## config.mk

```make
export PLATFORM = sky130hd
export DESIGN_NAME = rotator_link_step_engine
export DESIGN_NICKNAME = d
export VERILOG_FILES = /design/src/sv/rlse_pkg.sv /design/src/sv/rlse_front.sv /design/src/sv/rlse_jobq.sv /design/src/sv/rlse_back.sv /design/src/sv/rotator_link_step_engine.sv
export SDC_FILE = /design/constraint.sdc
export NUM_CORES = 1
export LEC_CHECK = 0
export BUFFER_PORTS_ARGS = -buffer_cell sky130_fd_sc_hd__buf_2
export CAP_MARGIN = 5
export CELL_PAD_IN_SITES_DETAIL_PLACEMENT = 1
export CELL_PAD_IN_SITES_GLOBAL_PLACEMENT = 1
export CORE_AREA = 8 8 268 270
export DETAILED_ROUTE_END_ITERATION = 12
export DIE_AREA = 0 0 276 278
export GPL_ROUTABILITY_DRIVEN = 0
export PLACE_DENSITY_LB_ADDON = 0.05
export SYNTH_ARGS = -nofsm -noshare
export SYNTH_HDL_FRONTEND = slang
export SYNTH_HIERARCHICAL = 1
export SYNTH_SLANG_ARGS = --single-unit
```

## constraint.sdc

```tcl
create_clock -name clk -period 7.4 [get_ports clk]
set_input_delay 0.37 -clock clk [delete_from_list [all_inputs] [get_ports clk]]
set_output_delay 0.37 -clock clk [all_outputs]
set_load 0.005 [all_outputs]
```

## src/sv/rlse_pkg.sv

```systemverilog
// Shared types, codes and helpers of the rotator link step engine.
package rlse_pkg;

	// Input operation codes.
	typedef enum logic [1:0] {
		OP_MOVE  = 2'd0,
		OP_RX    = 2'd1,
		OP_POWER = 2'd2,
		OP_NONE  = 2'd3
	} op_t;

	// Configuration register indexes.
	typedef enum logic [2:0] {
		REG_STATE_REQ = 3'd0,
		REG_POWER_REQ = 3'd1,
		REG_ACK       = 3'd2,
		REG_NACK      = 3'd3,
		REG_SET_HDR   = 3'd4,
		REG_STEP_LIM  = 3'd5
	} reg_idx_t;

	// Link phase, one-hot.
	typedef enum logic [3:0] {
		PH_IDLE    = 4'b0001,
		PH_STATE   = 4'b0010,
		PH_SET_ACK = 4'b0100,
		PH_PWR_ACK = 4'b1000
	} phase_t;

	// Kind of byte sequence that one input item produces.
	typedef enum logic [1:0] {
		JOB_NONE   = 2'd0,
		JOB_SINGLE = 2'd1,
		JOB_ACK_SET = 2'd2,
		JOB_SET    = 2'd3
	} job_kind_t;

	localparam logic [7:0] REPLY_OK   = 8'd65;
	localparam logic [2:0] FRAME_LAST = 3'd6;
	localparam int unsigned JOBQ_DEPTH = 4;

	// Reset values of the configuration registers.
	localparam logic [7:0]  RST_STATE_REQ = 8'd83;
	localparam logic [7:0]  RST_POWER_REQ = 8'd80;
	localparam logic [7:0]  RST_ACK       = 8'd65;
	localparam logic [7:0]  RST_NACK      = 8'd78;
	localparam logic [7:0]  RST_SET_HDR   = 8'd87;
	localparam logic [15:0] RST_STEP_LIM  = 16'd1820;

	typedef struct packed {
		logic [7:0]  state_req;
		logic [7:0]  power_req;
		logic [7:0]  ack;
		logic [7:0]  nack;
		logic [7:0]  set_hdr;
		logic [15:0] step_lim;
	} cfg_t;

	// One queued job: what to send plus the register snapshot for its results.
	typedef struct packed {
		job_kind_t   kind;
		logic [7:0]  lead;
		logic        done;
		logic [15:0] cmd_az;
		logic [15:0] cmd_ele;
		logic [15:0] pos_az;
		logic [15:0] pos_ele;
		logic [5:0]  status;
		logic [15:0] errors;
	} job_t;

	typedef struct packed {
		logic [7:0]  tx_byte;
		logic        has_byte;
		logic        last;
		logic        cycle_done;
		logic [15:0] az_position;
		logic [15:0] ele_position;
		logic [5:0]  status_bits;
		logic [15:0] checksum_errors;
	} result_t;

	// Move pos toward tgt by at most lim codes.
	function automatic logic [15:0] step_toward(input logic [15:0] pos,
		input logic [15:0] tgt, input logic [15:0] lim);
		logic [15:0] diff;
		logic [15:0] up;
		logic [15:0] dn;
		logic        fwd;
		fwd  = (tgt >= pos);
		diff = fwd ? (tgt - pos) : (pos - tgt);
		up   = pos + lim;
		dn   = pos - lim;
		if (diff > lim) begin
			step_toward = fwd ? up : dn;
		end else begin
			step_toward = tgt;
		end
	endfunction

endpackage

```

## src/sv/rlse_front.sv

```systemverilog
// Front end: accepts input items, runs the link protocol and produces send jobs for the queue.
module rlse_front (
	input  logic                 clk,
	input  logic                 arst_n,
	input  rlse_pkg::cfg_t       cfg,
	input  logic                 accept,
	input  logic [1:0]           op,
	input  logic [7:0]           rx_byte,
	input  logic [15:0]          target_az,
	input  logic [15:0]          target_ele,
	output rlse_pkg::job_t       job
);

	rlse_pkg::phase_t phase_q, phase_d;
	logic [2:0]  cnt_q, cnt_d;
	logic [7:0]  xor_q, xor_d;
	logic [7:0]  frame_q [1:5];
	logic [15:0] tgt_az_q, tgt_ele_q, tgt_az_d, tgt_ele_d;
	logic [15:0] cmd_az_q, cmd_ele_q, cmd_az_d, cmd_ele_d;
	logic [15:0] pos_az_q, pos_ele_q, pos_az_d, pos_ele_d;
	logic [5:0]  status_q, status_d;
	logic [15:0] err_q, err_d;
	logic [15:0] frame_az, frame_ele;
	logic        frame_write;

	assign frame_az  = {frame_q[1], frame_q[2]};
	assign frame_ele = {frame_q[3], frame_q[4]};
	assign frame_write = accept && (rlse_pkg::op_t'(op) == rlse_pkg::OP_RX) &&
		(phase_q == rlse_pkg::PH_STATE) && (cnt_q < rlse_pkg::FRAME_LAST);

	// Protocol step for the item at the input.
	always_comb begin
		phase_d   = phase_q;
		cnt_d     = cnt_q;
		xor_d     = xor_q;
		tgt_az_d  = tgt_az_q;
		tgt_ele_d = tgt_ele_q;
		cmd_az_d  = cmd_az_q;
		cmd_ele_d = cmd_ele_q;
		pos_az_d  = pos_az_q;
		pos_ele_d = pos_ele_q;
		status_d  = status_q;
		err_d     = err_q;
		job.kind  = rlse_pkg::JOB_NONE;
		job.lead  = 8'd0;
		job.done  = 1'b0;
		unique case (rlse_pkg::op_t'(op))
			rlse_pkg::OP_MOVE: begin
				tgt_az_d  = target_az;
				tgt_ele_d = target_ele;
				phase_d   = rlse_pkg::PH_STATE;
				cnt_d     = 3'd0;
				xor_d     = 8'd0;
				job.kind  = rlse_pkg::JOB_SINGLE;
				job.lead  = cfg.state_req;
			end
			rlse_pkg::OP_POWER: begin
				phase_d  = rlse_pkg::PH_PWR_ACK;
				job.kind = rlse_pkg::JOB_SINGLE;
				job.lead = cfg.power_req;
			end
			rlse_pkg::OP_RX: begin
				unique case (phase_q)
					rlse_pkg::PH_STATE: begin
						if (cnt_q < rlse_pkg::FRAME_LAST) begin
							xor_d = xor_q ^ rx_byte;
							cnt_d = cnt_q + 3'd1;
						end else begin
							cnt_d = 3'd0;
							xor_d = 8'd0;
							if (xor_q != rx_byte) begin
								job.kind = rlse_pkg::JOB_SINGLE;
								job.lead = cfg.nack;
								if (err_q != 16'hFFFF) begin
									err_d = err_q + 16'd1;
								end
							end else begin
								job.kind  = rlse_pkg::JOB_ACK_SET;
								job.lead  = cfg.ack;
								pos_az_d  = frame_az;
								pos_ele_d = frame_ele;
								status_d  = {frame_q[5][7], frame_q[5][4:0]};
								cmd_az_d  = rlse_pkg::step_toward(frame_az, tgt_az_q,
									cfg.step_lim);
								cmd_ele_d = rlse_pkg::step_toward(frame_ele, tgt_ele_q,
									cfg.step_lim);
								phase_d   = rlse_pkg::PH_SET_ACK;
							end
						end
					end
					rlse_pkg::PH_SET_ACK: begin
						if (rx_byte == rlse_pkg::REPLY_OK) begin
							phase_d  = rlse_pkg::PH_IDLE;
							job.done = 1'b1;
						end else begin
							job.kind = rlse_pkg::JOB_SET;
						end
					end
					rlse_pkg::PH_PWR_ACK: begin
						if (rx_byte == rlse_pkg::REPLY_OK) begin
							phase_d  = rlse_pkg::PH_IDLE;
							job.done = 1'b1;
						end else begin
							job.kind = rlse_pkg::JOB_SINGLE;
							job.lead = cfg.power_req;
						end
					end
					default: begin
						phase_d = phase_q;
					end
				endcase
			end
			default: begin
				phase_d = phase_q;
			end
		endcase
		job.cmd_az  = cmd_az_d;
		job.cmd_ele = cmd_ele_d;
		job.pos_az  = pos_az_d;
		job.pos_ele = pos_ele_d;
		job.status  = status_d;
		job.errors  = err_d;
	end

	// Protocol state.
	always_ff @(posedge clk or negedge arst_n) begin
		if (!arst_n) begin
			phase_q   <= rlse_pkg::PH_IDLE;
			cnt_q     <= 3'd0;
			xor_q     <= 8'd0;
			tgt_az_q  <= 16'd0;
			tgt_ele_q <= 16'd0;
			cmd_az_q  <= 16'd0;
			cmd_ele_q <= 16'd0;
			pos_az_q  <= 16'd0;
			pos_ele_q <= 16'd0;
			status_q  <= 6'd0;
			err_q     <= 16'd0;
		end else if (accept) begin
			phase_q   <= phase_d;
			cnt_q     <= cnt_d;
			xor_q     <= xor_d;
			tgt_az_q  <= tgt_az_d;
			tgt_ele_q <= tgt_ele_d;
			cmd_az_q  <= cmd_az_d;
			cmd_ele_q <= cmd_ele_d;
			pos_az_q  <= pos_az_d;
			pos_ele_q <= pos_ele_d;
			status_q  <= status_d;
			err_q     <= err_d;
		end
	end

	// Frame byte store; the first byte and the checksum byte are never read back.
	always_ff @(posedge clk) begin
		for (int i = 1; i <= 5; i++) begin
			if (frame_write && (cnt_q == 3'(i))) begin
				frame_q[i] <= rx_byte;
			end
		end
	end

	// The byte counter never passes the checksum position.
	a_cnt_range: assert property (@(posedge clk) disable iff (!arst_n)
		cnt_q <= rlse_pkg::FRAME_LAST)
		else $error("frame byte counter out of range");

	// A move item always restarts the state request exchange.
	a_move_restart: assert property (@(posedge clk) disable iff (!arst_n)
		accept && (op == rlse_pkg::OP_MOVE) |=> phase_q == rlse_pkg::PH_STATE && cnt_q == 3'd0)
		else $error("move item did not restart the state exchange");

	// A good frame leaves the engine waiting for the SET reply.
	a_good_frame: assert property (@(posedge clk) disable iff (!arst_n)
		accept && job.kind == rlse_pkg::JOB_ACK_SET |=> phase_q == rlse_pkg::PH_SET_ACK)
		else $error("good frame did not enter SET reply phase");

endmodule

```

## src/sv/rlse_jobq.sv

```systemverilog
// Short job queue between the protocol front end and the byte serializer.
module rlse_jobq (
	input  logic           clk,
	input  logic           arst_n,
	input  logic           push,
	input  rlse_pkg::job_t job_in,
	output logic           full,
	input  logic           pop,
	output rlse_pkg::job_t job_out,
	output logic           valid
);

	localparam int unsigned PW = $clog2(rlse_pkg::JOBQ_DEPTH);
	localparam int unsigned CW = $clog2(rlse_pkg::JOBQ_DEPTH + 1);

	rlse_pkg::job_t mem_q [rlse_pkg::JOBQ_DEPTH];
	logic [PW-1:0] wr_q, rd_q;
	logic [CW-1:0] cnt_q;
	logic          do_push, do_pop;

	assign full    = (cnt_q == CW'(rlse_pkg::JOBQ_DEPTH));
	assign valid   = (cnt_q != '0);
	assign do_push = push && !full;
	assign do_pop  = pop && valid;
	assign job_out = mem_q[rd_q];

	// Pointers and fill count.
	always_ff @(posedge clk or negedge arst_n) begin
		if (!arst_n) begin
			wr_q  <= '0;
			rd_q  <= '0;
			cnt_q <= '0;
		end else begin
			if (do_push) begin
				wr_q <= (wr_q == PW'(rlse_pkg::JOBQ_DEPTH - 1)) ? '0 : wr_q + 1'b1;
			end
			if (do_pop) begin
				rd_q <= (rd_q == PW'(rlse_pkg::JOBQ_DEPTH - 1)) ? '0 : rd_q + 1'b1;
			end
			if (do_push && !do_pop) begin
				cnt_q <= cnt_q + 1'b1;
			end else if (do_pop && !do_push) begin
				cnt_q <= cnt_q - 1'b1;
			end
		end
	end

	// Job storage.
	always_ff @(posedge clk) begin
		if (do_push) begin
			mem_q[wr_q] <= job_in;
		end
	end

	a_cnt_bound: assert property (@(posedge clk) disable iff (!arst_n)
		cnt_q <= CW'(rlse_pkg::JOBQ_DEPTH))
		else $error("job queue count overflow");

	a_ptr_sync: assert property (@(posedge clk) disable iff (!arst_n)
		(cnt_q == '0) |-> (wr_q == rd_q))
		else $error("job queue pointers disagree with empty count");

	// A full queue has its write pointer wrapped around onto the read pointer.
	a_ptr_full: assert property (@(posedge clk) disable iff (!arst_n)
		full |-> (wr_q == rd_q))
		else $error("job queue pointers disagree with full count");

endmodule

```

## src/sv/rlse_back.sv

```systemverilog
// Back end: expands queued jobs into result items through an output register.
module rlse_back (
	input  logic              clk,
	input  logic              arst_n,
	input  rlse_pkg::cfg_t    cfg,
	input  rlse_pkg::job_t    job,
	input  logic              job_valid,
	output logic              job_pop,
	output rlse_pkg::result_t res,
	output logic              res_empty,
	input  logic              res_pop
);

	localparam logic [2:0] POS_LEAD   = 3'd0;
	localparam logic [2:0] POS_HDR    = 3'd1;
	localparam logic [2:0] POS_AZ_HI  = 3'd2;
	localparam logic [2:0] POS_AZ_LO  = 3'd3;
	localparam logic [2:0] POS_ELE_HI = 3'd4;
	localparam logic [2:0] POS_ELE_LO = 3'd5;
	localparam logic [2:0] POS_SUM    = 3'd6;

	logic [2:0]        pos_q;
	logic [2:0]        eff_pos, end_pos;
	logic [7:0]        sel_byte, sum_byte;
	logic              has, last_item, load, out_v_q;
	rlse_pkg::result_t next_res;
	rlse_pkg::result_t res_q;

	// A plain SET resend skips the lead byte.
	assign eff_pos = (job.kind == rlse_pkg::JOB_SET && pos_q == POS_LEAD) ? POS_HDR : pos_q;
	assign end_pos = (job.kind == rlse_pkg::JOB_SET || job.kind == rlse_pkg::JOB_ACK_SET) ?
		POS_SUM : POS_LEAD;
	assign sum_byte = cfg.set_hdr ^ job.cmd_az[15:8] ^ job.cmd_az[7:0] ^
		job.cmd_ele[15:8] ^ job.cmd_ele[7:0];

	// Byte select for the current position in the sequence.
	always_comb begin
		unique case (eff_pos)
			POS_LEAD:   sel_byte = job.lead;
			POS_HDR:    sel_byte = cfg.set_hdr;
			POS_AZ_HI:  sel_byte = job.cmd_az[15:8];
			POS_AZ_LO:  sel_byte = job.cmd_az[7:0];
			POS_ELE_HI: sel_byte = job.cmd_ele[15:8];
			POS_ELE_LO: sel_byte = job.cmd_ele[7:0];
			default:    sel_byte = sum_byte;
		endcase
	end

	assign has       = (job.kind != rlse_pkg::JOB_NONE);
	assign last_item = (eff_pos == end_pos);
	assign load      = job_valid && (!out_v_q || res_pop);
	assign job_pop   = load && last_item;

	always_comb begin
		next_res.tx_byte         = has ? sel_byte : 8'd0;
		next_res.has_byte        = has;
		next_res.last            = last_item;
		next_res.cycle_done      = last_item && job.done;
		next_res.az_position     = job.pos_az;
		next_res.ele_position    = job.pos_ele;
		next_res.status_bits     = job.status;
		next_res.checksum_errors = job.errors;
	end

	// Sequence position and output valid.
	always_ff @(posedge clk or negedge arst_n) begin
		if (!arst_n) begin
			pos_q   <= POS_LEAD;
			out_v_q <= 1'b0;
		end else begin
			if (load) begin
				pos_q   <= last_item ? POS_LEAD : eff_pos + 3'd1;
				out_v_q <= 1'b1;
			end else if (res_pop) begin
				out_v_q <= 1'b0;
			end
		end
	end

	// Output register payload.
	always_ff @(posedge clk) begin
		if (load) begin
			res_q <= next_res;
		end
	end

	assign res       = res_q;
	assign res_empty = !out_v_q;

	a_pos_range: assert property (@(posedge clk) disable iff (!arst_n)
		pos_q <= POS_SUM)
		else $error("sequence position out of range");

	a_pop_valid: assert property (@(posedge clk) disable iff (!arst_n)
		job_pop |-> job_valid)
		else $error("job popped from empty queue");

	a_done_last: assert property (@(posedge clk) disable iff (!arst_n)
		out_v_q && res_q.cycle_done |-> res_q.last)
		else $error("cycle_done set on a non-final item");

endmodule

```

## src/sv/rotator_link_step_engine.sv

```systemverilog
// Top level of the rotator link step engine: configuration registers and wiring.
// An accepted item is written into the job queue, then its results into the output
// register. Throughput: one input item per cycle while the four-entry job queue has
// room; the serializer gives one result item per cycle while results are popped.
// Reset (arst_n low, asynchronous): link idle, counters and positions zero, queue and
// output empty, configuration registers at their default bytes and step limit.
module rotator_link_step_engine (
	input  logic        clk,
	input  logic        arst_n,
	input  logic        push,
	output logic        full,
	input  logic [1:0]  op,
	input  logic [7:0]  rx_byte,
	input  logic [15:0] target_az,
	input  logic [15:0] target_ele,
	output logic        empty,
	input  logic        pop,
	output logic [7:0]  tx_byte,
	output logic        has_byte,
	output logic        last,
	output logic        cycle_done,
	output logic [15:0] az_position,
	output logic [15:0] ele_position,
	output logic [5:0]  status_bits,
	output logic [15:0] checksum_errors,
	input  logic        cfg_we,
	input  logic [2:0]  cfg_idx,
	input  logic [15:0] cfg_data
);

	rlse_pkg::cfg_t    cfg_q;
	rlse_pkg::job_t    front_job, head_job;
	rlse_pkg::result_t res;
	logic              accept, q_valid, q_pop;

	assign accept = push && !full;

	// Configuration register file.
	always_ff @(posedge clk or negedge arst_n) begin
		if (!arst_n) begin
			cfg_q.state_req <= rlse_pkg::RST_STATE_REQ;
			cfg_q.power_req <= rlse_pkg::RST_POWER_REQ;
			cfg_q.ack       <= rlse_pkg::RST_ACK;
			cfg_q.nack      <= rlse_pkg::RST_NACK;
			cfg_q.set_hdr   <= rlse_pkg::RST_SET_HDR;
			cfg_q.step_lim  <= rlse_pkg::RST_STEP_LIM;
		end else if (cfg_we) begin
			unique case (cfg_idx)
				rlse_pkg::REG_STATE_REQ: cfg_q.state_req <= cfg_data[7:0];
				rlse_pkg::REG_POWER_REQ: cfg_q.power_req <= cfg_data[7:0];
				rlse_pkg::REG_ACK:       cfg_q.ack       <= cfg_data[7:0];
				rlse_pkg::REG_NACK:      cfg_q.nack      <= cfg_data[7:0];
				rlse_pkg::REG_SET_HDR:   cfg_q.set_hdr   <= cfg_data[7:0];
				rlse_pkg::REG_STEP_LIM:  cfg_q.step_lim  <= cfg_data;
				default:                 cfg_q           <= cfg_q;
			endcase
		end
	end

	rlse_front u_front (
		.clk        (clk),
		.arst_n     (arst_n),
		.cfg        (cfg_q),
		.accept     (accept),
		.op         (op),
		.rx_byte    (rx_byte),
		.target_az  (target_az),
		.target_ele (target_ele),
		.job        (front_job)
	);

	rlse_jobq u_jobq (
		.clk     (clk),
		.arst_n  (arst_n),
		.push    (push),
		.job_in  (front_job),
		.full    (full),
		.pop     (q_pop),
		.job_out (head_job),
		.valid   (q_valid)
	);

	rlse_back u_back (
		.clk       (clk),
		.arst_n    (arst_n),
		.cfg       (cfg_q),
		.job       (head_job),
		.job_valid (q_valid),
		.job_pop   (q_pop),
		.res       (res),
		.res_empty (empty),
		.res_pop   (pop)
	);

	assign tx_byte         = res.tx_byte;
	assign has_byte        = res.has_byte;
	assign last            = res.last;
	assign cycle_done      = res.cycle_done;
	assign az_position     = res.az_position;
	assign ele_position    = res.ele_position;
	assign status_bits     = res.status_bits;
	assign checksum_errors = res.checksum_errors;

endmodule
```

==> results of run 1 <==
[how the worst min path moves through the flow]
stage / slack [ns] / depth (start not counted) / endpoint / start
6_report: 0.04 / 2 / u_front/tgt_ele_q[1] / target_ele[1]
5_1_grt: 0.02 / 2 / u_front/tgt_ele_q[1] / target_ele[1]
4_1_cts: 0.001 / 2 / u_front/tgt_ele_q[1] / target_ele[1]
3_5_place_dp: 0.47 / 2 / u_front/cmd_ele_q[7] / u_front/cmd_ele_q[7]
3_3_place_gp: 0.46 / 2 / u_front/cmd_az_q[12] / u_front/cmd_az_q[12]
2_1_floorplan: 0.07 / 0 / cfg_q[0] / arst_n
[power by group through the flow]
| stage | Sequential, µW | Combinational (µW) | Clock [µW] |
|---|---|---|---|
| after detailed placement | 5790 | 6300 | 0 |
| after floorplan | 5540 | 4540 | 0 |
| final | 5700 | 6340 | 3960 |
| after CTS | 5720 | 6360 | 4060 |
| after global routing | 5800 | 6890 | 4190 |
| after global placement | 5740 | 6170 | 0 |
[metrics by stage]
stage | hold WS, ns | std cells | power (µW)
after floorplan | 0.0744 | 2428 | 10100
after global placement | 0.462 | 3365 | 11900
after detailed placement | 0.471 | 3365 | 12100
after CTS | 0.00104 | 3538 | 16100
after global routing | 0.0239 | 3538 | 16900
final | 0.0408 | 3539 | 16000
[layer usage]
| layer | vias to the layer above | global-route usage | part of all wire |
|---|---|---|---|
| met3 | 123 | 0.0318 | 0.051 |
| li1 | 9364 | - | - |
| met1 | 10700 | 0.334 | 0.45 |
| met5 | - | 0 | 0 |
| met2 | 543 | 0.392 | 0.48 |
| met4 | 0 | 0.0603 | 0.021 |
[cell usage in the layout, fill, tap and decap left out, drive strengths merged, types with 8 or more instances in the layout]
cell,instances
mux2,144
and3,12
nand4,15
a311oi,10
o21ai,155
dlygate4sd3,33
edfxtp,491
a21oi,100
ha,143
inv,130
buf,156
a222oi,8
xnor2,122
clkbuf,94
nand2,229
nor2,106
dfstp,24
bufinv,12
or3,9
o31ai,10
xor2,28
nor2b,9
dfrtp,176
and2,19
a31oi,22
mux2i,47
o211a,9
clkinv,28
nand3,28
mux4,97
nor3,31
a21o,42
a211oi,18
[registers in the layout, indices dropped and copies added, names as in the netlist]
register and count:
cfg_q 56, u_back/out_v_q 1, u_back/pos_q 3, u_back/res 65, u_front/cmd_az_q 16, u_front/cmd_ele_q 16, u_front/cnt_q 3, u_front/err_q 16
u_front/frame_q 38, u_front/phase_q 4, u_front/pos_az_q 16, u_front/pos_ele_q 16, u_front/status_q 6, u_front/tgt_az_q 16, u_front/tgt_ele_q 16, u_front/xor_q 8
u_jobq/cnt_q 3, u_jobq/mem_q 388, u_jobq/rd_q 2, u_jobq/wr_q 2
[cells by family after synthesis]
family / share of synthesized area
AOI/OAI and AO/OA: 0.0839
buffers and inverters: 0.0304
DFF: 0.592
muxes: 0.128
and+or+nand+nor: 0.0676
xor gates and xnor gates: 0.0394
adders and majority gates: 0.0578
[critical path, delay by kind of cell (launching register included)]
family / cells / cell delay (ns)
AOI/OAI and AO/OA: 14 / 3.40
xor gates and xnor gates: 1 / 0.19
adders and majority gates: 2 / 0.65
buffers and inverters: 2 / 0.58
DFF: 1 / 0.48
muxes: 1 / 0.30
and+or+nand+nor: 2 / 0.48
[final cells by class]
class / instances / area (µm²)
multi-input cells: 1507 / 12600
diodes: 1 / 2.50
fillers: 6555 / 29900
clock inverters: 47 / 597
flip-flops and latches: 691 / 19800
clock buffers: 93 / 2050
well taps: 882 / 1100
repair buffers: 190 / 1200
inverters: 128 / 480
==> impl_metrics.py, run 1 <==
metrics = {
    "status": {
        "outcome": "finished clean",
    },
    "drt": {
        "first_iter_violations": 1451,
        "dr_total_vias": 20800,
        "drt-pass1-iter-count": 5,
        "vias_per_cell": 5.87,
        "avgRoutedWirePerCell_um": 25.8,
        "route.detailed.drc": 0,
        "postRouteAntennaNets": 0,
        "routed_wl_um": 91400,
    },
    "setup_path": {
        "r2r_end": "u_jobq/mem_q[1][66]",
        "cpMostUsedCell": "a21oi_1",
        "required_ns": 7.67,
        "end_kind": "flip-flop",
        "critPathKind": "flip-flop to flip-flop",
        "crit_chain": "ha_1, a21oi_1, o2111ai_1, a211oi_2, o31ai_4, buf_4, mux2i_1, nor2b_1, a21oi_1, o31ai_1, xor2_1, ha_1, a21o_1, a21o_1, a21oi_1, o31ai_1, a21oi_1, a41o_1, buf_4, nor2_1, a21oi_1, a21oi_1",
        "r2r_slack_ns": 0.94,
        "cp_max_fo": 28,
        "crit_path_end": "u_jobq/mem_q[1][66]",
        "cp.arrival_ns": 6.73,
        "r2r_start": "u_front/frame_q[0][29]",
        "reg2regPathDepth": 22,
        "slowest_delay_ns": 0.48,
        "cp_slowest_cell": "edfxtp_1",
        "start_kind": "flip-flop",
        "crit_path_start": "u_front/frame_q[0][29]",
    },
    "synthesis": {
        "synthTopCellsByArea": "edfxtp_1 (44%), dfrtp_1 (13%), mux4_2 (6.5%)",
        "async_reset_ff_frac": 0.289,
        "synth_top_area_cell": "edfxtp_1",
        "ys_seq_area_frac": 0.592,
        "yosys_warnings": 6,
        "synth-edff-count": 491,
        "synthTopCellsByCount": "edfxtp_1 (491), nand2_1 (228), dfrtp_1 (176)",
        "synth_top_area_frac": 0.442,
        "synthFlopType": "edfxtp_1",
        "syn-num-nets": 2644,
        "synth_seq_cells": 691,
        "yosysMostFrequentCell": "edfxtp_1",
        "syn_area_per_cell_um2": 13.8,
        "synth.distinct_cells": 90,
        "synthesis.area_um2": 33400,
        "netlist_instances": 2428,
    },
    "global_routing": {
        "grt_max_degree": 110,
        "grt_overflow": 0,
        "grt_pass1_vias": 22300,
        "track_usage": 0.238,
        "grt_antenna_before_repair": 9,
        "grt_pass1_wl_um": 141000,
    },
    "placement": {
        "pre_cts_ws_ns": 1.07,
        "numPortBuffers": 132,
        "dp_hpwl_um": 63700,
        "placed_cell_area_um2": 34900,
    },
    "finish": {
        "fin_util": 0.559,
        "finalNetCount": 2810,
        "syn_to_final_growth_pct": 13.4,
        "drive_above_1_share": 0.221,
        "finish.instance_area_um2": 37800,
    },
    "clock_tree": {
        "cts_resized": 0,
        "cts_buffers": 76,
        "cts_root_buffer": "clkbuf_16",
        "tritoncts": "done",
        "hold_buffers": 33,
        "cts.clk_slew.worst_paths_ns": 0.06,
        "postCtsSetupBuffers": 0,
        "numClockSinks": 691,
        "worstSkewPairLatency_ns": 0.62,
        "cts_buffer_depth": 3,
        "htreeDepth": 3,
    },
    "power": {
        "p_per_area_nw_per_um2": 423,
        "comb_power_share": 0.396,
        "switching_share": 0.364,
        "power.share.clock": 0.248,
        "p_sw_uw": 5820,
        "p_seq_frac": 0.356,
        "intPower_uw": 10200,
        "peakVddDrop_mv": 0.245,
        "p_leak_uw": 0.0147,
    },
    "timing": {
        "worst-slew-pin-transition_ns": 1.15,
        "slew_violations": 0,
        "rsz0062_at_grt": "no",
        "fmax_ghz": 0.155,
        "skew_ns": 0.0287,
        "fin_tns_setup_ns": 0,
        "finalCriticalPeriod_ns": 6.46,
        "period_share": 0.872,
        "hold_viol": 0,
        "worst_slack_ns": 0.944,
        "setup_viol": 0,
        "relSlewSlack": 0.235,
    },
    "floorplan": {
        "coreArea_um2": 67700,
        "die_w_um": 276,
        "start_util": 0.493,
        "num_rows": 96,
        "fp.dieH_um": 278,
        "dieArea_um2": 76700,
        "io_pins": 133,
    },
    "min_path": {
        "min_path_type": "input pin to flip-flop",
    },
    "job": {
        "maxCapViolations": 0,
    },
}
Note: power is estimated with default switching activity, not from simulation.
==> run 2: changes to the inputs <==
--- a/config.mk
+++ b/config.mk
@@ -5,13 +5,13 @@
 export SDC_FILE = /design/constraint.sdc
 export NUM_CORES = 1
 export LEC_CHECK = 0
-export BUFFER_PORTS_ARGS = -buffer_cell sky130_fd_sc_hd__buf_2
 export CAP_MARGIN = 5
 export CELL_PAD_IN_SITES_DETAIL_PLACEMENT = 1
 export CELL_PAD_IN_SITES_GLOBAL_PLACEMENT = 1
 export CORE_AREA = 8 8 268 270
 export DETAILED_ROUTE_END_ITERATION = 12
 export DIE_AREA = 0 0 276 278
+export DONT_BUFFER_PORTS = 1
 export GPL_ROUTABILITY_DRIVEN = 0
 export PLACE_DENSITY_LB_ADDON = 0.05
 export SYNTH_ARGS = -nofsm -noshare
==> impl_metrics.py, run 2 (same netlist as run 1, synthesis figures left out) <==
metrics = {
    "setup_path": {
        "r2r_slack_ns": 1.05,
        "required_ns": 7.72,
        "cp_slowest_cell": "o31ai_4",
        "cp_max_fo": 28,
        "slowest_delay_ns": 0.83,
        "cp.buffers_inverters": 3,
        "crit_chain": "inv_1, ha_1, inv_1, fa_1, a21oi_1, o2111ai_1, a211oi_2, o31ai_4, mux2i_1, nor2b_1, a21oi_1, o31ai_1, xor2_1, ha_1, nand3_1, nor3_1, a21oi_1, a41o_1, buf_4, nor2_1, a21oi_1, o21ai_0",
        "critPathKind": "flip-flop to flip-flop",
        "cp.arrival_ns": 6.66,
        "cpLargestDelayFamily": "compound AO/OA/AOI/OAI gates",
        "start_kind": "flip-flop",
        "cpMostUsedCell": "a21oi_1",
        "end_kind": "flip-flop",
    },
    "timing": {
        "finalCriticalPeriod_ns": 6.35,
        "slew_violations": 0,
        "skew_ns": 0.0263,
        "period_share": 0.858,
        "fin_tns_setup_ns": 0,
        "setup_viol": 0,
        "worst-slew-pin-transition_ns": 1.40,
        "hold_viol": 0,
        "rsz0062_at_grt": "no",
        "fmax_ghz": 0.158,
        "relSlewSlack": 0.0587,
    },
    "floorplan": {
        "die_w_um": 276,
        "coreArea_um2": 67700,
        "fp.dieH_um": 278,
        "dieArea_um2": 76700,
        "num_rows": 96,
        "start_util": 0.493,
        "io_pins": 133,
    },
    "clock_tree": {
        "cts.clk_slew.worst_paths_ns": 0.06,
        "postCtsSetupBuffers": 0,
        "tritoncts": "done",
        "cts_buffer_depth": 3,
        "htreeDepth": 3,
        "cts_buffers": 76,
        "numClockSinks": 691,
        "cts_root_buffer": "clkbuf_16",
        "worstSkewPairLatency_ns": 0.63,
    },
    "finish": {
        "drive_above_1_share": 0.181,
        "fin_util": 0.552,
        "layout_commonest_cell": "edfxtp_1",
        "finish.instance_area_um2": 37400,
        "largest_register_ffs": 388,
        "final_cell_mix": "edfxtp_1 (491), nand2_1 (228), dfrtp_1 (174)",
        "syn_to_final_growth_pct": 12.0,
        "largest-register": "u_jobq/mem_q",
        "finalNetCount": 2705,
    },
    "power": {
        "p_per_area_nw_per_um2": 421,
        "p_leak_uw": 0.0142,
        "peakVddDrop_mv": 0.254,
    },
    "job": {
        "maxCapViolations": 0,
    },
    "global_routing": {
        "grt_max_degree": 201,
        "track_usage": 0.235,
        "grt_pass1_wl_um": 137000,
        "grt_overflow": 0,
        "grt_antenna_before_repair": 6,
        "grt_pass1_vias": 21200,
    },
    "placement": {
        "placed_cell_area_um2": 34200,
        "numPortBuffers": 0,
        "dp_hpwl_um": 62600,
    },
    "drt": {
        "avgRoutedWirePerCell_um": 26.5,
        "drt-pass1-iter-count": 7,
        "first_iter_violations": 1608,
        "vias_per_cell": 5.89,
        "postRouteAntennaNets": 0,
        "route.detailed.drc": 0,
        "routed_wl_um": 91000,
        "dr_total_vias": 20300,
    },
    "status": {
        "outcome": "finished clean",
    },
    "min_path": {
        "min_path_type": "input pin to flip-flop",
    },
}
==> run 2: where the power goes <==
part	switching [µW]	total [µW]	leakage, µW	internal (µW)
sequential	585	5740	0.00707	5160
combinational	3620	6150	0.00592	2530
clock	1600	3850	0.00126	2260
total	5800	15800	0.0142	9950
==> run 2: repair_timing <==
item,4_1_cts,5_1_grt
hold buffers,60,0
hold endpoints to repair,336,0
gates resized for setup,0,0
==> run 2: worst min-delay path: cells and delay by family <==
kind / cells / cell delay [ns]
AND/OR/NAND/NOR: 1 / 0.03
AO/OA/AOI/OAI: 2 / 0.20
==> run 2: final cells by class <==
cell class                 instances  area [µm²]
antenna                            3        7.51
clock buffer                      95        2110
clock inverter                    47         470
fill                            6578       30400
inverter                         128         480
multi-input combinational       1507       12600
sequential                       691       19800
tap                              882        1100
timing repair buffer              85         806
==> run 2: path summary, 6_finish.rpt <==
kind / end / startpoint / cells after the start
max: u_jobq/mem_q[3][64] / u_front/tgt_ele_q[0] / 22
min: u_front/xor_q[5] / rx_byte[5] / 3
max reg2reg: u_jobq/mem_q[3][64] / u_front/tgt_ele_q[0] / 22
min reg2reg: u_front/cmd_ele_q[9] / u_front/cmd_ele_q[9] / 2
max in group asynchronous: u_jobq/rd_q[0] / arst_n / 2
min in group asynchronous: u_front/tgt_ele_q[12] / arst_n / 2
==> run 2: per-layer routing <==
layer,up-vias,part of all wire,GRT usage
met5,-,0.00059,0
met4,8,0.026,0.0721
met3,122,0.059,0.0470
met2,505,0.47,0.376
met1,10400,0.44,0.324
li1,9180,-,-
==> run 2: stage by stage <==
step | power, µW | setup WS, ns | instances | hold WS, ns
2_1_floorplan | 10100 | 2.17 | 2428 | 0.0744
3_3_place_gp | 11800 | 1.15 | 3233 | 0.0830
3_5_place_dp | 11900 | 1.11 | 3233 | 0.0882
4_1_cts | 15900 | 1.07 | 3435 | 0.00433
5_1_grt | 16600 | 0.600 | 3435 | 0.0199
6_report | 15800 | 1.05 | 3438 | 0.0435
==> run 3: changes to the inputs <==
==> constraint.sdc (replaced) <==
create_clock -name clk -period 6.3 [get_ports clk]
set_input_delay 0.315 -clock clk [delete_from_list [all_inputs] [get_ports clk]]
set_output_delay 0.315 -clock clk [all_outputs]
set_load 0.005 [all_outputs]
==> impl_metrics.py, run 3 (same netlist as run 1, synthesis figures left out) <==
metrics = {
    "setup_path": {
        "cp.arrival_ns": 6.40,
        "end_kind": "flip-flop",
        "start_kind": "flip-flop",
        "r2r_slack_ns": 0.20,
        "critPathKind": "flip-flop to flip-flop",
        "cp_max_fo": 28,
        "required_ns": 6.60,
    },
    "drt": {
        "dr_total_vias": 20400,
        "drt-pass1-iter-count": 5,
        "first_iter_violations": 1406,
        "avgRoutedWirePerCell_um": 26.5,
        "routed_wl_um": 91300,
        "vias_per_cell": 5.90,
        "route.detailed.drc": 0,
        "postRouteAntennaNets": 0,
    },
    "clock_tree": {
        "cts.clk_slew.worst_paths_ns": 0.06,
        "cts_root_buffer": "clkbuf_16",
        "worstSkewPairLatency_ns": 0.63,
        "htreeDepth": 3,
        "cts_buffer_depth": 3,
        "tritoncts": "done",
        "numClockSinks": 691,
        "cts_buffers": 76,
    },
    "finish": {
        "final_cell_mix": "edfxtp_1 (491), nand2_1 (228), dfrtp_1 (174)",
        "largest-register": "u_jobq/mem_q",
        "layout_commonest_cell": "edfxtp_1",
        "syn_to_final_growth_pct": 12.4,
        "drive_above_1_share": 0.180,
        "largest_register_ffs": 388,
        "fillers": 6588,
        "finalNetCount": 2721,
    },
    "timing": {
        "worst-slew-pin-transition_ns": 1.19,
        "finalCriticalPeriod_ns": 6.10,
        "relSlewSlack": 0.205,
        "hold_viol": 0,
        "period_share": 0.969,
        "rsz0062_at_grt": "no",
        "fmax_ghz": 0.164,
        "setup_viol": 0,
        "worst_slack_ns": 0.198,
        "skew_ns": 0.0276,
        "fin_tns_setup_ns": 0,
        "slew_violations": 0,
    },
    "placement": {
        "pre_cts_ws_ns": -0.0415,
        "numPortBuffers": 0,
        "dp_hpwl_um": 62700,
    },
    "floorplan": {
        "fp.dieH_um": 278,
        "dieArea_um2": 76700,
        "start_util": 0.493,
        "die_w_um": 276,
        "num_rows": 96,
        "io_pins": 133,
        "coreArea_um2": 67700,
    },
    "global_routing": {
        "grt_max_degree": 201,
        "track_usage": 0.236,
        "grt_pass1_vias": 21600,
        "grt_pass1_wl_um": 138000,
        "grt_overflow": 0,
        "grt_antenna_before_repair": 6,
    },
    "power": {
        "peakVddDrop_mv": 0.297,
        "p_leak_uw": 0.0143,
        "p_per_area_nw_per_um2": 495,
    },
    "job": {
        "maxCapViolations": 0,
    },
    "min_path": {
        "min_path_type": "input pin to flip-flop",
    },
    "status": {
        "outcome": "finished clean",
    },
}
run 3: cell types whose count changed in the layout (fill, tap and decap cells not counted), sizes merged:
cell	before	now
dlygate4sd3	59	63
clkinv	29	30
clkbuf	95	94
buf	26	37
bufinv	6	9
diode	3	1
clkinvlp	7	2
o31ai	10	11
inv	133	135
run 3: final timing paths:
| check | to | cells after the start | startpoint |
|---|---|---|---|
| setup / recovery | u_jobq/mem_q[1][67] | 24 | u_front/tgt_ele_q[0] |
| hold / removal | u_front/cmd_az_q[15] | 3 | push |
| setup reg to reg | u_jobq/mem_q[1][67] | 24 | u_front/tgt_ele_q[0] |
| hold reg to reg | u_front/cmd_ele_q[3] | 2 | u_front/cmd_ele_q[3] |
| max in group asynchronous | u_jobq/rd_q[0] | 2 | arst_n |
| min in group asynchronous | u_front/tgt_ele_q[15] | 2 | arst_n |
run 3: stage by stage:
step	std cells	power [µW]	utilization	hold slack, ns	cell area, µm²
after global placement	3240	13800	0.506	0.0303	34300
after global routing	3451	19600	0.554	0.0249	37500
after detailed placement	3240	14000	0.506	0.0304	34300
after floorplan	2428	11800	-	0.0194	33400
after CTS	3447	18700	0.553	0.00937	37500
final	3452	18600	0.554	0.0517	37500
run 3: what timing repair did:
item / 4_1_cts / 5_1_grt
gates cloned: 1 / 0
gates resized for setup: 0 / 4
setup buffers: 0 / 3
endpoints found under the hold margin: 336 / 0
hold buffers: 64 / 0
endpoints found under the setup margin: 8 / 51
pin swaps: 1 / 1
run 3: area by class of cell:
type	count	area, µm²	area share
clock inverter	48	532	0.0142
inverter	128	480	0.0128
tap	882	1100	0.0294
sequential	691	19800	0.527
antenna	1	2.50	0.0000667
timing repair buffer	100	953	0.0254
clock buffer	94	2020	0.0538
multi-input combinational	1508	12700	0.337
run 3: report_power, final:
part	total, µW	switching (µW)	internal [µW]
clock	4530	1850	2680
sequential	6670	609	6060
combinational	7360	4310	3050
run 3: layer usage:
layer / part of all wire / vias up / GRT usage / routed length, µm
met3: 0.060 / 129 / 0.0489 / 5500
met2: 0.47 / 508 / 0.382 / 43000
met4: 0.027 / 8 / 0.0713 / 2500
met5: 0.00053 / - / 0 / 48
met1: 0.44 / 10500 / 0.322 / 40300
li1: - / 9197 / - / -
run 3: critical path: stages, from the launching register on:
cell       delay (ns)
dfrtp_1          0.41
inv_1            0.08
ha_1             0.14
inv_1            0.06
fa_1             0.39
a21oi_1          0.21
o2111ai_1        0.22
a211oi_4         0.45
o31ai_4          0.18
mux2i_1          0.31
nor2b_1          0.39
a21oi_1          0.16
o31ai_1          0.46
xor2_1           0.18
ha_1             0.22
a21o_1           0.17
a21o_1           0.17
a21oi_1          0.17
o31ai_1          0.13
a21oi_1          0.15
a41o_1           0.18
buf_12           0.20
nor2_1           0.07
a21oi_1          0.41
o21ai_0          0.30
